`src/design/nrte_pkg.sv`:
```
`default_nettype none
package nrte_pkg;

    localparam int BODY_DEPTH = 68;
    localparam int COUNT_W    = $clog2(BODY_DEPTH + 1);
    localparam int HEADER_LEN = 5;
    localparam int N_CAPTURE  = 13;
    localparam int N_DIGITS   = 12;
    localparam int STATUS_IDX = 12;

    localparam logic [7:0] CH_DOLLAR = 8'h24;
    localparam logic [7:0] CH_STAR   = 8'h2A;
    localparam logic [7:0] CH_FIX_OK = 8'h41;
    localparam logic [7:0] CH_ZERO   = 8'h30;
    localparam logic [7:0] TEN       = 8'd10;

    localparam logic [6:0] MIN_LEN_RESET = 7'd64;

    // Body offsets latched as they arrive: time digits, date digits, fix status
    localparam logic [N_CAPTURE-1:0][COUNT_W-1:0] CAP_OFFSET = {
        COUNT_W'(17),
        COUNT_W'(59), COUNT_W'(58), COUNT_W'(57), COUNT_W'(56), COUNT_W'(55), COUNT_W'(54),
        COUNT_W'(11), COUNT_W'(10), COUNT_W'(9),  COUNT_W'(8),  COUNT_W'(7),  COUNT_W'(6)
    };

    typedef enum logic [2:0] {
        PH_IDLE,
        PH_HEAD,
        PH_BODY,
        PH_CHK_HI,
        PH_CHK_LO
    } phase_t;

    typedef struct packed {
        logic                       update;
        logic [N_DIGITS-1:0][7:0]   digits;
    } entry_t;

    typedef struct packed {
        logic full;
        logic nonempty;
    } q_status_t;

    function automatic logic [7:0] talker_char(input logic [2:0] idx);
        logic [7:0] c;
        unique case (idx)
            3'd0:    c = 8'h47;
            3'd1:    c = 8'h50;
            3'd2:    c = 8'h52;
            3'd3:    c = 8'h4D;
            3'd4:    c = 8'h43;
            default: c = 8'h00;
        endcase
        return c;
    endfunction

    function automatic logic [3:0] nibble_of(input logic [7:0] c);
        logic [3:0] n;
        priority if (c >= 8'h30 && c <= 8'h39)
            n = 4'(c - 8'h30);
        else if (c >= 8'h41 && c <= 8'h46)
            n = 4'(c - 8'h37);
        else if (c >= 8'h61 && c <= 8'h66)
            n = 4'(c - 8'h57);
        else
            n = 4'h0;
        return n;
    endfunction

    function automatic logic [7:0] two_digits(input logic [7:0] a, input logic [7:0] b);
        logic [7:0] hi;
        hi = 8'((a - CH_ZERO) * TEN);
        return 8'(hi + (b - CH_ZERO));
    endfunction

endpackage
`default_nettype wire

```
`src/design/nrte_ifs.sv`:
```
`default_nettype none
interface nrte_byte_if;
    logic       valid;
    logic       ready;
    logic [7:0] rx_byte;

    modport source (output valid, output rx_byte, input ready);
    modport sink   (input valid, input rx_byte, output ready);
endinterface

interface nrte_time_if;
    logic       valid;
    logic       ready;
    logic       time_update;
    logic [7:0] hour;
    logic [7:0] minute;
    logic [7:0] second;
    logic [7:0] day;
    logic [7:0] month;
    logic [7:0] year;

    modport source (output valid, output time_update, output hour, output minute,
                    output second, output day, output month, output year, input ready);
    modport sink   (input valid, input time_update, input hour, input minute,
                    input second, input day, input month, input year, output ready);
endinterface
`default_nettype wire

```
`src/design/nrte_front.sv`:
```
`default_nettype none
module nrte_front
    import nrte_pkg::*;
(
    input  wire logic          clk,
    input  wire logic          rst_n,
    input  wire logic          cfg_write_en,
    input  wire logic [6:0]    cfg_write_data,
    nrte_byte_if.sink          rx,
    input  wire q_status_t     q_status,
    output      logic          push,
    output      entry_t        push_entry
);

    phase_t                          phase_reg, phase_next;
    logic [COUNT_W-1:0]              count_reg, count_next;
    logic [7:0]                      xor_reg, xor_next;
    logic [7:0]                      chk_reg, chk_next;
    logic                            hdr_ok_reg, hdr_ok_next;
    logic [6:0]                      min_len_reg;
    logic [N_CAPTURE-1:0][7:0]       cap_reg;

    logic                            store_en;
    logic [COUNT_W-1:0]              count_inc;
    logic [7:0]                      chk_sum;
    logic                            hdr_ok_now;

    assign rx.ready = !q_status.full;
    assign push     = rx.valid && rx.ready;

    assign count_inc  = count_reg + COUNT_W'(1);
    assign chk_sum    = chk_reg + {4'h0, nibble_of(rx.rx_byte)};
    assign hdr_ok_now = hdr_ok_reg && (rx.rx_byte == talker_char(count_reg[2:0]));

    always_comb
    begin
        phase_next        = phase_reg;
        count_next        = count_reg;
        xor_next          = xor_reg;
        chk_next          = chk_reg;
        hdr_ok_next       = hdr_ok_reg;
        store_en          = 1'b0;
        push_entry.update = 1'b0;
        push_entry.digits = cap_reg[N_DIGITS-1:0];

        if (push)
        begin
            if (rx.rx_byte == CH_DOLLAR)
            begin
                phase_next  = PH_HEAD;
                count_next  = '0;
                xor_next    = '0;
                hdr_ok_next = 1'b1;
            end
            else
            begin
                unique case (phase_reg)
                    PH_HEAD:
                    begin
                        store_en    = 1'b1;
                        count_next  = count_inc;
                        xor_next    = xor_reg ^ rx.rx_byte;
                        hdr_ok_next = hdr_ok_now;
                        if (count_inc >= COUNT_W'(HEADER_LEN))
                        begin
                            if (hdr_ok_now)
                                phase_next = PH_BODY;
                            else
                            begin
                                phase_next = PH_IDLE;
                                count_next = '0;
                            end
                        end
                    end
                    PH_BODY:
                    begin
                        if (rx.rx_byte == CH_STAR)
                            phase_next = PH_CHK_HI;
                        else
                        begin
                            store_en   = 1'b1;
                            count_next = count_inc;
                            xor_next   = xor_reg ^ rx.rx_byte;
                            if (count_inc >= COUNT_W'(BODY_DEPTH))
                            begin
                                phase_next = PH_IDLE;
                                count_next = '0;
                            end
                        end
                    end
                    PH_CHK_HI:
                    begin
                        chk_next   = {nibble_of(rx.rx_byte), 4'h0};
                        phase_next = PH_CHK_LO;
                    end
                    PH_CHK_LO:
                    begin
                        chk_next          = chk_sum;
                        push_entry.update = (chk_sum == xor_reg)
                                         && (cap_reg[STATUS_IDX] == CH_FIX_OK)
                                         && (count_reg >= COUNT_W'(min_len_reg));
                        phase_next        = PH_IDLE;
                        count_next        = '0;
                    end
                    default:
                        phase_next = PH_IDLE;
                endcase
            end
        end
    end

    always_ff @(posedge clk or negedge rst_n)
    begin
        if (!rst_n)
        begin
            phase_reg   <= PH_IDLE;
            count_reg   <= '0;
            xor_reg     <= '0;
            chk_reg     <= '0;
            hdr_ok_reg  <= 1'b0;
            min_len_reg <= MIN_LEN_RESET;
        end
        else
        begin
            phase_reg  <= phase_next;
            count_reg  <= count_next;
            xor_reg    <= xor_next;
            chk_reg    <= chk_next;
            hdr_ok_reg <= hdr_ok_next;
            if (cfg_write_en)
                min_len_reg <= cfg_write_data;
        end
    end

    // only the bytes at the field offsets are ever read back
    always_ff @(posedge clk)
    begin
        for (int i = 0; i < N_CAPTURE; i++)
        begin
            if (store_en && count_reg == CAP_OFFSET[i])
                cap_reg[i] <= rx.rx_byte;
        end
    end

endmodule
`default_nettype wire

```
`src/design/nrte_queue.sv`:
```
`default_nettype none
module nrte_queue
    import nrte_pkg::*;
(
    input  wire logic      clk,
    input  wire logic      rst_n,
    input  wire logic      push,
    input  wire entry_t    push_entry,
    input  wire logic      pop,
    output      entry_t    head,
    output      q_status_t status
);

    entry_t      slot_reg [2];
    logic        wr_ptr_reg, rd_ptr_reg;
    logic [1:0]  fill_reg;

    assign head            = slot_reg[rd_ptr_reg];
    assign status.full     = (fill_reg == 2'd2);
    assign status.nonempty = (fill_reg != 2'd0);

    always_ff @(posedge clk or negedge rst_n)
    begin
        if (!rst_n)
        begin
            wr_ptr_reg <= 1'b0;
            rd_ptr_reg <= 1'b0;
            fill_reg   <= 2'd0;
        end
        else
        begin
            if (push)
                wr_ptr_reg <= !wr_ptr_reg;
            if (pop)
                rd_ptr_reg <= !rd_ptr_reg;
            if (push && !pop)
                fill_reg <= fill_reg + 2'd1;
            else if (pop && !push)
                fill_reg <= fill_reg - 2'd1;
        end
    end

    always_ff @(posedge clk)
    begin
        if (push)
            slot_reg[wr_ptr_reg] <= push_entry;
    end

endmodule
`default_nettype wire

```
`src/design/nrte_back.sv`:
```
`default_nettype none
module nrte_back
    import nrte_pkg::*;
(
    input  wire logic      clk,
    input  wire logic      rst_n,
    input  wire entry_t    head,
    input  wire q_status_t q_status,
    output      logic      pop,
    nrte_time_if.source    fix
);

    logic       valid_reg;
    logic       update_reg;
    logic [7:0] hour_reg, minute_reg, second_reg, day_reg, month_reg, year_reg;
    logic [7:0] hour_next, minute_next, second_next, day_next, month_next, year_next;

    assign pop = q_status.nonempty && (!valid_reg || fix.ready);

    always_comb
    begin
        hour_next   = '0;
        minute_next = '0;
        second_next = '0;
        day_next    = '0;
        month_next  = '0;
        year_next   = '0;
        if (head.update)
        begin
            hour_next   = two_digits(head.digits[0],  head.digits[1]);
            minute_next = two_digits(head.digits[2],  head.digits[3]);
            second_next = two_digits(head.digits[4],  head.digits[5]);
            day_next    = two_digits(head.digits[6],  head.digits[7]);
            month_next  = two_digits(head.digits[8],  head.digits[9]);
            year_next   = two_digits(head.digits[10], head.digits[11]);
        end
    end

    always_ff @(posedge clk or negedge rst_n)
    begin
        if (!rst_n)
            valid_reg <= 1'b0;
        else if (pop)
            valid_reg <= 1'b1;
        else if (fix.ready)
            valid_reg <= 1'b0;
    end

    always_ff @(posedge clk)
    begin
        if (pop)
        begin
            update_reg <= head.update;
            hour_reg   <= hour_next;
            minute_reg <= minute_next;
            second_reg <= second_next;
            day_reg    <= day_next;
            month_reg  <= month_next;
            year_reg   <= year_next;
        end
    end

    assign fix.valid       = valid_reg;
    assign fix.time_update = update_reg;
    assign fix.hour        = hour_reg;
    assign fix.minute      = minute_reg;
    assign fix.second      = second_reg;
    assign fix.day         = day_reg;
    assign fix.month       = month_reg;
    assign fix.year        = year_reg;

endmodule
`default_nettype wire

```
`src/design/nmea_rmc_time_extractor.sv`:
```
`default_nettype none
// Parses $GPRMC sentences one received byte per word and returns one result word
// for every byte taken; time_update is set on the word of the second checksum
// character when the checksum, the 'A' fix status and the minimum length all
// pass, otherwise every time field is zero. A byte is taken every cycle while the
// result side keeps up; with the result side stalled the two-entry queue between
// parser and output stage fills and the input stalls until a word leaves. A result
// word is written into a queue slot when its byte is taken and is registered into
// the output stage when it is popped. min_len_reg resets to 64.
module nmea_rmc_time_extractor
    import nrte_pkg::*;
(
    input  wire logic       clk,
    input  wire logic       rst_n,
    input  wire logic       cfg_write_en,
    input  wire logic [6:0] cfg_write_data,
    nrte_byte_if.sink       rx,
    nrte_time_if.source     fix
);

    logic      push, pop;
    entry_t    push_entry, head;
    q_status_t q_status;

    nrte_front u_front (
        .clk            (clk),
        .rst_n          (rst_n),
        .cfg_write_en   (cfg_write_en),
        .cfg_write_data (cfg_write_data),
        .rx             (rx),
        .q_status       (q_status),
        .push           (push),
        .push_entry     (push_entry)
    );

    nrte_queue u_queue (
        .clk        (clk),
        .rst_n      (rst_n),
        .push       (push),
        .push_entry (push_entry),
        .pop        (pop),
        .head       (head),
        .status     (q_status)
    );

    nrte_back u_back (
        .clk      (clk),
        .rst_n    (rst_n),
        .head     (head),
        .q_status (q_status),
        .pop      (pop),
        .fix      (fix)
    );

`ifndef SYNTHESIS
    a_full_not_empty: assert property (@(posedge clk) disable iff (!rst_n)
        q_status.full |-> q_status.nonempty)
        else $error("queue full yet empty");

    a_fill_from_push: assert property (@(posedge clk) disable iff (!rst_n)
        $rose(q_status.full) |-> $past(push))
        else $error("queue filled without a push");

    a_no_update_zero: assert property (@(posedge clk) disable iff (!rst_n)
        fix.valid && !fix.time_update |-> fix.hour == 8'd0 && fix.minute == 8'd0
            && fix.second == 8'd0 && fix.day == 8'd0 && fix.month == 8'd0
            && fix.year == 8'd0)
        else $error("time fields set without update");
`endif

endmodule
`default_nettype wire

```
`src/flat_wrapper.sv`:
```
// flat-port wrapper written by rule: the top's interface ports become plain ports
module nmea_rmc_time_extractor_flat import nrte_pkg::*;
  (clk, rst_n, cfg_write_en, cfg_write_data, rx_valid, rx_rx_byte, rx_ready, fix_valid, fix_time_update, fix_hour, fix_minute, fix_second, fix_day, fix_month, fix_year, fix_ready);
  nrte_byte_if rx_i ();
  nrte_time_if fix_i ();
  input  wire logic clk;
  input  wire logic rst_n;
  input  wire logic cfg_write_en;
  input  wire logic [6:0] cfg_write_data;
  input wire logic [$bits(rx_i.valid)-1:0] rx_valid;
  input wire logic [$bits(rx_i.rx_byte)-1:0] rx_rx_byte;
  output wire logic [$bits(rx_i.ready)-1:0] rx_ready;
  output wire logic [$bits(fix_i.valid)-1:0] fix_valid;
  output wire logic [$bits(fix_i.time_update)-1:0] fix_time_update;
  output wire logic [$bits(fix_i.hour)-1:0] fix_hour;
  output wire logic [$bits(fix_i.minute)-1:0] fix_minute;
  output wire logic [$bits(fix_i.second)-1:0] fix_second;
  output wire logic [$bits(fix_i.day)-1:0] fix_day;
  output wire logic [$bits(fix_i.month)-1:0] fix_month;
  output wire logic [$bits(fix_i.year)-1:0] fix_year;
  input wire logic [$bits(fix_i.ready)-1:0] fix_ready;
  assign rx_i.valid = rx_valid;
  assign rx_i.rx_byte = rx_rx_byte;
  assign rx_ready = rx_i.ready;
  assign fix_valid = fix_i.valid;
  assign fix_time_update = fix_i.time_update;
  assign fix_hour = fix_i.hour;
  assign fix_minute = fix_i.minute;
  assign fix_second = fix_i.second;
  assign fix_day = fix_i.day;
  assign fix_month = fix_i.month;
  assign fix_year = fix_i.year;
  assign fix_i.ready = fix_ready;
  nmea_rmc_time_extractor u_core (.clk(clk), .rst_n(rst_n), .cfg_write_en(cfg_write_en), .cfg_write_data(cfg_write_data), .rx(rx_i), .fix(fix_i));
endmodule
```
`config.mk`:
```
export PLATFORM = sky130hd
export DESIGN_NAME = nmea_rmc_time_extractor_flat
export DESIGN_NICKNAME = d
export VERILOG_FILES = /design/src/design/nrte_pkg.sv /design/src/design/nrte_ifs.sv /design/src/design/nrte_front.sv /design/src/design/nrte_queue.sv /design/src/design/nrte_back.sv /design/src/design/nmea_rmc_time_extractor.sv /design/src/flat_wrapper.sv
export SDC_FILE = /design/constraint.sdc
export NUM_CORES = 1
export LEC_CHECK = 0
export BUFFER_PORTS_ARGS = -buffer_cell sky130_fd_sc_hd__buf_4
export CELL_PAD_IN_SITES_DETAIL_PLACEMENT = 1
export CELL_PAD_IN_SITES_GLOBAL_PLACEMENT = 2
export CORE_MARGIN = 1
export CORE_UTILIZATION = 34
export CTS_CLUSTER_SIZE = 24
export DETAILED_ROUTE_END_ITERATION = 10
export GPL_ROUTABILITY_DRIVEN = 1
export GPL_TIMING_DRIVEN = 0
export PLACE_DENSITY = 0.62
export SETUP_SLACK_MARGIN = 0.2
export SYNTH_ARGS = -nofsm -noshare
export SYNTH_HDL_FRONTEND = slang
export SYNTH_HIERARCHICAL = 1
export SYNTH_SLANG_ARGS = --single-unit
```
`constraint.sdc`:
```
create_clock -name clk -period 12.75 [get_ports clk]
set_input_delay 2.55 -clock clk [delete_from_list [all_inputs] [get_ports clk]]
set_output_delay 2.55 -clock clk [all_outputs]
set_load 0.02 [all_outputs]
```
==> summary.md, run 1 <==
| Metric | Value |
|---|---|
| Outcome | complete, no violations |
| CP startpoint | rx_rx_byte[1] |
| # resized after CTS | 0 |
| WL final | 38200 um |
| Die area | 54100 sq um |
| Clock Path Buffers | 3 |
| RSZ-0062 raised after global routing | false |
| Post-DP HPWL | 25200 um |
| Yosys warnings | 6 |
| Die Ht | 233 um |
| Row count | 84 |
| Initial Util | 0.344 |
| Violation count after the first detailed-routing iteration | 440 |
| Syn Nets | 1424 |
| Static Leakage | 8.32 nW |
| P&R area growth vs syn | 15.7% |
| Final net count | 1544 |
| TritonCTS clock tree | done |
| Crit path max fanout | 16 |
| Drt first pass iters | 4 |
| Critical Path RT | 13160 ps |
| Largest delay share family, worst path | compound AO/OA/AOI/OAI gates |
| Worst EP arrival | 6750 ps |
| Max reg flops | 182 |
| Post-CTS Setup Inserts | 0 |
| Fin crit period | 6350 ps |
| Clock slew at reported path FFs | 60 ps |
| Largest stage delay, worst path | 740 ps |
| Ports | 71 |
| CTS Sinks | 368 |
| Critical path endpoint category | flop |
| Post-DRT Antenna Nets | 0 |
| Layout cells sized above 1 | 0.261 |
| H-tree levels | 2 |
| Vias | 9726 |
| Startpoint types | input port |
| Origin of the critical flop-to-flop path | u_core/u_queue/rd_ptr_reg$_DFFE_PN0P_ |
| Gate count after technology mapping | 1255 |
| Slowest library cell on the worst path | nor4b_1 |
| Vias per inst | 4.65 |
| GRT overflow | 0 |
| Setup CP Type | input port to flop |
| Maxcap violations | 0 |
| Global Route Usage Sum | 0.147 |
| Port bufs | 70 |
| Clock root buffer | clkbuf_16 |
| Core Area | 52600 sq um |
| Ant diodes | 0 |
| Peak Freq | 158 MHz |
| WL per Instance | 18.3 um |
| Final setup viols | 0 |
| Initial antenna violation count | 2 |
| Clk_lat worst skew | 560 ps |
| Chip width | 233 um |
| Final Hold Vio Count | 0 |
| Peak supply drop | 108 uV |
| Final Skew | 14.5 ps |
| HP Class | flop to flop |
| Largest net degree at the start of global routing | 60 |
| Worst-margin pin slew | 1160 ps |
| Total CTS buffers | 43 |
| Syn_area_per_cell | 14.4 sq um |
| First-pass GRT wire length | 59600 um |
| Final Cycle Share | 0.498 |
| FF-to-FF setup slack | 8880 ps |
| Vias in the first global route | 10307 |
| Startpoint of the worst hold path | u_core/u_queue/fill_reg[1]$_DFFE_PN0P_ |
| GPL Wtd Cong | 0.762 |
| Fin. max-slew vios | 0 |
| CTS Hold Buffers Added | 0 |
| Critical path cell sequence | buf_4 -> buf_6 -> inv_4 -> ha_1 -> a32o_1 -> nor4b_1 -> a22oi_1 -> inv_1 -> ha_1 -> a21o_1 -> a21oi_1 -> o21ai_0 -> xnor2_1 -> a2111oi_1 -> clkbuf_2 |
| Crit path buf inv count | 5 |
| Post-synth design cell area | 18100 sq um |
| DRC Markers | 0 |
| Setup TNS | 0 ps |
| Max_slew headroom | 0.225 |
| Min Hold Slack | 481 ps |
| Crit path top cell by count | ha_1 |
| PD cells | 289 nW/um^2 |
[cell usage in the layout (no fill, tap or decap), types with 9 or more instances in the layout]
cell type / count
dfrtp_1: 38
nand2b_1: 9
clkbuf_1: 19
buf_2: 14
nand2_1: 37
xnor2_1: 51
inv_1: 78
a211oi_1: 16
clkinv_1: 9
fa_1: 13
ha_1: 136
edfxtp_1: 329
buf_4: 162
a21o_1: 21
o21ai_0: 46
mux2_2: 76
mux2_4: 19
clkbuf_16: 43
nor2_1: 54
and2_1: 41
nand3_1: 10
a21oi_1: 35
xor2_1: 14
[layer usage]
| metal | routed length [um] | vias up | global-route usage |
|---|---|---|---|
| met2 | 19200 | 113 | 0.257 |
| li1 | - | 4701 | - |
| met1 | 17100 | 4865 | 0.184 |
| met4 | 646 | 0 | 0.0355 |
| met5 | 0 | - | 0 |
| met3 | 1200 | 47 | 0.0288 |
[worst paths after layout]
path / to / depth (start not counted)
worst min-delay path: u_core/u_queue/fill_reg[1]$_DFFE_PN0P_ / 1
worst max-delay path: u_core/u_queue/slot_reg[1][96]$_DFFE_PP_ / 15
min in group asynchronous: u_core/u_front/chk_reg[7]$_DFFE_PN0P_ / 1
worst max register to register: u_core/u_back/fix.month[7]$_SDFFCE_PN0P_ / 14
max in group asynchronous: u_core/u_front/min_len_reg[1]$_DFFE_PN0P_ / 1
worst min register to register: u_core/u_queue/fill_reg[1]$_DFFE_PN0P_ / 1
[final cells by class]
type                       instances  area [sq um]
fill                            5407         31600
sequential                       368         10900
multi-input combinational        683          6080
clock buffer                      50          1100
buffer                           125           871
tap                              688           861
timing repair buffer              75           618
inverter                          79           299
clock inverter                    24           245
[metrics by stage]
| step | worst slack [ps] | utilization | cells | cell area, sq um | power (mW) |
|---|---|---|---|---|---|
| CTS | 5580 | 0.398 | 2091 | 20900 | 6.20 |
| global route | 6000 | 0.398 | 2092 | 20900 | 6.60 |
| floorplan | 5290 | - | 1255 | 18100 | 4.15 |
| global placement | 1880 | 0.371 | 2013 | 19500 | 4.92 |
| finish | 6400 | 0.398 | 2092 | 20900 | 6.05 |
| detailed placement | 4980 | 0.373 | 2017 | 19600 | 4.95 |
[power breakdown]
group | switching (mW) | total [mW] | internal, mW | leakage (nW)
sequential | 0.0779 | 1.75 | 1.67 | 3.56
clock | 0.481 | 1.20 | 0.716 | 0.651
combinational | 1.58 | 3.10 | 1.52 | 4.11
total | 2.14 | 6.05 | 3.91 | 8.32
(Power assumes the default switching activity.)
==> inputs of run 2 (changes only) <==
ABC_AREA = 1   (was not set)
PLACE_DENSITY = 0.64   (was 0.62)
clock period = 6.2 ns   (was 12.75 ns; I/O delays follow)
==> summary.md, run 2 <==
| Metric | Value |
|---|---|
| Outcome | complete, no violations |
| Peak supply drop | 214 uV (+99%) |
| Vias in the first global route | 11670 (+13%) |
| Clock power frac | 0.218 (+0.020) |
| Static Leakage | 9.13 nW (+9.8%) |
| Min Hold Slack | 485 ps (+3.52 ps) |
| GPL Wtd Cong | 0.760 (-0.24%) |
| Gate count after technology mapping | 1532 (+22%) |
| Most common cell after layout, fill and taps aside | edfxtp_1 |
| Final Hold Vio Count | 0 (unchanged) |
| Port bufs | 70 (unchanged) |
| Ports | 71 (unchanged) |
| # fillers | 5541 (+2.5%) |
| Syn Nets | 1701 (+19%) |
| Core Area | 53100 sq um (+1.0%) |
| Vias | 10948 (+13%) |
| Die area | 55200 sq um (+1.9%) |
| Comb pwr share | 0.486 (-0.027) |
| Initial antenna violation count | 3 (+1) |
| Startpoint types | input port |
| # resized after CTS | 0 (unchanged) |
| Clock Path Buffers | 3 (unchanged) |
| Internal power | 7.23 mW (+85%) |
| CTS Hold Buffers Added | 0 (unchanged) |
| Setup CP Type | input port to flop |
| Reg power frac | 0.296 (+0.007) |
| Clk_lat worst skew | 560 ps (about the same) |
| Crit path max fanout | 20 (+4) |
| Worst EP arrival | 4490 ps (-2260 ps) |
| Final setup margin | 2050 ps (-4350 ps) |
| Chip width | 235 um (+0.93%) |
| PD cells | 550 nW/um^2 (+90%) |
| Critical path endpoint category | flop |
| Initial Util | 0.347 (+0.00303) |
| H-tree levels | 2 (unchanged) |
| P&R area growth vs syn | 16.4% |
| Layout cells sized above 1 | 0.234 (-0.0269) |
| Global Route Usage Sum | 0.150 (+0.00365) |
| TritonCTS clock tree | done |
| WL per Instance | 16.9 um (-7.2%) |
| Vias per inst | 4.60 (-0.97%) |
| HP Class | flop to flop |
| GRT overflow | 0 (unchanged) |
| WL final | 40300 um (+5.4%) |
| Row count | 84 (unchanged) |
| Final net count | 1823 (+18%) |
| Post-synth design cell area | 18400 sq um (+1.9%) |
| Final setup viols | 0 (unchanged) |
| Total power | 11.8 mW (+95%) |
| Fin crit period | 4150 ps |
| Max reg flops | 182 (unchanged) |
| Violation count after the first detailed-routing iteration | 458 (+4.1%) |
| Largest net degree at the start of global routing | 52 (-13%) |
| Critical Path RT | 6540 ps (-6620 ps) |
| Fin. max-slew vios | 0 (unchanged) |
| Max_slew headroom | 0.131 (-0.0940) |
| DRC Markers | 0 (unchanged) |
| Total CTS buffers | 43 (unchanged) |
| Post-DP HPWL | 28300 um (+12%) |
| Worst-margin pin slew | 1290 ps (+131 ps) |
| Sw frac | 0.387 (+0.0339) |
| Peak Freq | 241 MHz |
| CTS Sinks | 368 (unchanged) |
| Clock slew at reported path FFs | 60 ps (about the same) |
| Most frequent cells in the layout | edfxtp_1, nand2_1, inv_1, buf_4, ha_1 |
| Switch Pwr | 4.57 mW (+110%) |
| Post-CTS Setup Inserts | 0 (unchanged) |
| RSZ-0062 raised after global routing | false |
| Die Ht | 235 um (+0.93%) |
| Post-Place Worst Slack | 1460 ps (-3530 ps) |
| Drt first pass iters | 5 (+1) |
| Final Cycle Share | 0.669 |
| Syn_area_per_cell | 12.0 sq um (-17%) |
| Final core utilization | 0.404 (+0.00579) |
| First-pass GRT wire length | 64200 um (+7.7%) |
| Final Skew | 20.7 ps (+6.21 ps) |
| Clock root buffer | clkbuf_16 |
| Post-DRT Antenna Nets | 0 (unchanged) |
| Yosys warnings | 6 (unchanged) |
| Maxcap violations | 0 (unchanged) |
run 2: power by group through the flow:
stage / Combinational (mW) / Clock (mW) / Sequential [mW]
6_report: 5.73 / 2.57 / 3.49
5_1_grt: 6.62 / 2.75 / 3.54
4_1_cts: 5.91 / 2.65 / 3.50
3_5_place_dp: 5.86 / 0 / 3.55
3_3_place_gp: 5.69 / 0 / 3.60
2_1_floorplan: 3.96 / 0 / 3.77
run 2: worst paths after layout:
kind,start,to,slack (ps),cells past startpoint
max in group asynchronous,rst_n,u_core/u_queue/rd_ptr_reg$_DFFE_PN0P_,5110,1
setup / recovery,rx_rx_byte[0],u_core/u_queue/slot_reg[1][96]$_DFFE_PP_,2050,21
setup reg to reg,u_core/u_queue/rd_ptr_reg$_DFFE_PN0P_,u_core/u_back/fix.year[7]$_SDFFCE_PN0P_,2420,15
hold reg to reg,u_core/u_queue/fill_reg[1]$_DFFE_PN0P_,u_core/u_queue/fill_reg[1]$_DFFE_PN0P_,480,2
min in group asynchronous,rst_n,u_core/u_front/xor_reg[4]$_DFFE_PN0P_,690,1
hold / removal,u_core/u_queue/fill_reg[1]$_DFFE_PN0P_,u_core/u_queue/fill_reg[1]$_DFFE_PN0P_,480,2
run 2: final cells by class:
cell class | count | area (sq um) | share of cell area
clock inverter | 32 | 327 | 0.0152
buffer | 108 | 797 | 0.0372
inverter | 207 | 795 | 0.0370
timing repair buffer | 77 | 688 | 0.0321
antenna | 1 | 2.50 | 0.000117
multi-input combinational | 849 | 6010 | 0.280
clock buffer | 48 | 1120 | 0.0520
sequential | 368 | 10900 | 0.506
tap | 688 | 861 | 0.0401
run 2: per-layer routing:
layer,GRT usage,wire (um),up-vias
met5,0,0,-
met4,0.0373,719,0
met3,0.0262,1270,52
met2,0.264,19800,120
met1,0.191,18500,5329
li1,-,-,5447
run 2: critical path: stages:
cell and delay [ps]:
buf_4 320, inv_1 170, ha_1 260, a21oi_1 200, nand2_1 110, nand2_1 70
o21ai_0 80, inv_1 130, ha_1 230, inv_1 70, fa_1 380, inv_1 110
nand2_1 60, nand2_1 100, xor2_1 160, nand2_1 60, nor2_1 130, nand2_1 80
nor2_1 150, nand4_1 110, nor2_1 270
run 2: metrics by stage:
stage	setup TNS, ps	instances	instance area, sq um
after global placement	-44750	2290	19800
final	0	2378	21500
after floorplan	0	1532	18400
after global routing	0	2377	21400
after detailed placement	0	2297	20000
after CTS	0	2377	21400
==> inputs of run 3 (changes only) <==
PLACE_DENSITY = 0.66   (was 0.64)
clock period = 3.6 ns   (was 6.2 ns; I/O delays follow)
==> summary.md, run 3 (synthesized netlist as in run 2, its figures left out) <==
| Metric | Value |
|---|---|
| Initial Util | 0.347 (unchanged) |
| Total power | 23.5 mW (+99%) |
| Peak supply drop | 428 uV (+100%) |
| Drt first pass iters | 4 (-1) |
| First-pass GRT wire length | 66000 um (+2.8%) |
| Critical path endpoint category | flop |
| Final Cycle Share | 0.966 |
| Die area | 55200 sq um (unchanged) |
| Outcome | complete, no violations |
| DRC Markers | 0 (unchanged) |
| RR Endpoint | u_core/u_back/fix.year[7]$_SDFFCE_PN0P_ |
| CTS Sinks | 368 (unchanged) |
| Critical Path End | u_core/u_back/fix.year[7]$_SDFFCE_PN0P_ |
| Peak Freq | 288 MHz |
| P&R area growth vs syn | 22.8% |
| Most frequent cells in the layout | edfxtp_1, nand2_1, buf_4, inv_1, nand3_1 |
| CTS Hold Buffers Added | 0 (unchanged) |
| HP Class | input port to async pin |
| Ant diodes | 0 (-1) |
| Internal power | 14.5 mW (+100%) |
| Origin of the critical flop-to-flop path | u_core/u_queue/rd_ptr_reg$_DFFE_PN0P_ |
| Worst EP arrival | 3780 ps (-710 ps) |
| Total CTS buffers | 44 (+2.3%) |
| Clock slew at reported path FFs | 60 ps (about the same) |
| PD cells | 1040 nW/um^2 (+89%) |
| WL per Instance | 17.5 um (+3.4%) |
| Initial antenna violation count | 2 (-1) |
| GRT overflow | 0 (unchanged) |
| Largest net degree at the start of global routing | 63 (+21%) |
| Global Route Usage Sum | 0.154 (+0.00369) |
| CP startpoint | u_core/u_queue/rd_ptr_reg$_DFFE_PN0P_ |
| Post-DP HPWL | 28100 um (-0.44%) |
| Port bufs | 70 (unchanged) |
| Final Skew | 16.8 ps (-3.83 ps) |
| Comb pwr share | 0.561 (+0.075) |
| Post-DRT Antenna Nets | 0 (unchanged) |
| Switch Pwr | 9.02 mW (+97%) |
| Most common cell after layout, fill and taps aside | edfxtp_1 |
| Maxcap violations | 0 (unchanged) |
| Final net count | 1852 (+1.6%) |
| Critical Path RT | 3900 ps (-2640 ps) |
| TritonCTS clock tree | done |
| Crit path max fanout | 9 (-55%) |
| WL final | 42100 um (+4.5%) |
| FF-to-FF setup slack | 120 ps (-2300 ps) |
| Row count | 84 (unchanged) |
| Vias per inst | 4.65 (+1.0%) |
| Final Hold Vio Count | 0 (unchanged) |
| Clock power frac | 0.183 (-0.035) |
| Placed Area | 20000 sq um (about the same) |
| Violation count after the first detailed-routing iteration | 359 (-22%) |
| Core Area | 53100 sq um (unchanged) |
| Reg power frac | 0.256 (-0.040) |
| Clock Path Buffers | 3 (unchanged) |
| RSZ-0062 raised after global routing | true |
| Setup TNS | 0 ps (unchanged) |
| Vias in the first global route | 11955 (+2.4%) |
| H-tree levels | 2 (unchanged) |
| Worst-margin pin slew | 1040 ps (-252 ps) |
| Clk_lat worst skew | 560 ps (about the same) |
| Worst R2R Path Depth | 17 (+2) |
| Final setup viols | 0 (unchanged) |
| Fin. max-slew vios | 0 (unchanged) |
| Layout cells sized above 1 | 0.299 (+0.0641) |
| Startpoint types | flop |
| Sw frac | 0.383 (-0.00408) |
| Finished Cell Area | 22600 sq um (+5.6%) |
| # fillers | 5457 (-1.5%) |
| Max_slew headroom | 0.301 (+0.169) |
| Min Hold Slack | 163 ps (-321 ps) |
| Clock root buffer | clkbuf_16 |
| Ports | 71 (unchanged) |
| Setup CP Type | flop to flop |
| Fin crit period | 3480 ps |
| Static Leakage | 9.41 nW (+3.1%) |
| Vias | 11177 (+2.1%) |
| Max reg flops | 182 (unchanged) |
| GPL Wtd Cong | 0.755 (-0.71%) |
| Die Ht | 235 um (unchanged) |
| Chip width | 235 um (unchanged) |
[run 3: changes by cell type in the layout (fill, tap and decap cells not counted), sizes merged]
| cell | before | now |
|---|---|---|
| buf | 183 | 211 |
| clkbuf | 50 | 54 |
| clkinv | 22 | 19 |
| inv | 210 | 207 |
| clkinvlp | 2 | 3 |
| diode | 1 | 0 |
| bufinv | 5 | 4 |
[run 3: what timing repair did]
action / in CTS / in global routing
resized for setup: 114 / 60
pin swaps: 16 / 41
endpoints found under the setup margin: 15 / 10
setup buffers: 13 / 16
[run 3: per-layer routing]
layer | share of wire | track usage
met3 | 0.029 | 0.0223
met5 | 0 | 0
met4 | 0.019 | 0.0431
met1 | 0.45 | 0.191
met2 | 0.51 | 0.277
[run 3: how the worst min path moves through the flow]
stage	cells past startpoint	end	start	slack (ps)
6_report	1	u_core/u_front/xor_reg[4]$_DFFE_PN0P_	rst_n	160
5_1_grt	1	u_core/u_front/xor_reg[4]$_DFFE_PN0P_	rst_n	200
4_1_cts	1	u_core/u_front/xor_reg[4]$_DFFE_PN0P_	rst_n	160
3_5_place_dp	2	u_core/u_queue/fill_reg[1]$_DFFE_PN0P_	u_core/u_queue/fill_reg[1]$_DFFE_PN0P_	470
3_3_place_gp	2	u_core/u_queue/fill_reg[1]$_DFFE_PN0P_	u_core/u_queue/fill_reg[1]$_DFFE_PN0P_	460
2_1_floorplan	0	u_core/u_back/fix.valid$_DFFE_PN0P_	rst_n	420
[run 3: final cells by class]
cell class / instances / area (sq um) / area share
Clock buffer: 52 / 1150 / 0.0509
Tap cell: 688 / 861 / 0.0380
Buffer: 108 / 932 / 0.0412
Timing Repair Buffer: 105 / 946 / 0.0418
Sequential cell: 368 / 10900 / 0.479
Clock inverter: 26 / 244 / 0.0108
Inverter: 207 / 795 / 0.0351
Multi-Input combinational cell: 849 / 6860 / 0.303
[run 3: critical path: stages, from the launching register on]
cell      delay (ps)
dfrtp_1          390
buf_12           160
buf_12           150
mux2_4           320
ha_4             250
ha_4             160
fa_2             350
xnor2_2          150
ha_1             310
inv_2             50
ha_4             280
nand2_2           60
nor2_1           100
nand2_1           60
o211ai_1         140
nand3_1          120
nand2_1          120
nor2_4            60
[run 3: per-stage QoR]
step / setup WS [ps] / cells / util
after global routing: -19.6 / 2403 / 0.427
after global placement: -1490 / 2290 / 0.374
after floorplan: 203 / 1532 / -
after detailed placement: -565 / 2296 / 0.377
after CTS: 142 / 2387 / 0.418
final: 124 / 2403 / 0.427
[run 3: power groups by stage]
stage                     registers, mW  logic (mW)  clock network, mW
after detailed placement           6.12        10.1                  0
after CTS                          6.04        11.9               4.45
final                              6.03        13.2               4.30
after global placement             6.16        9.81                  0
after global routing               6.09        14.8               4.58
after floorplan                    6.48        6.83                  0
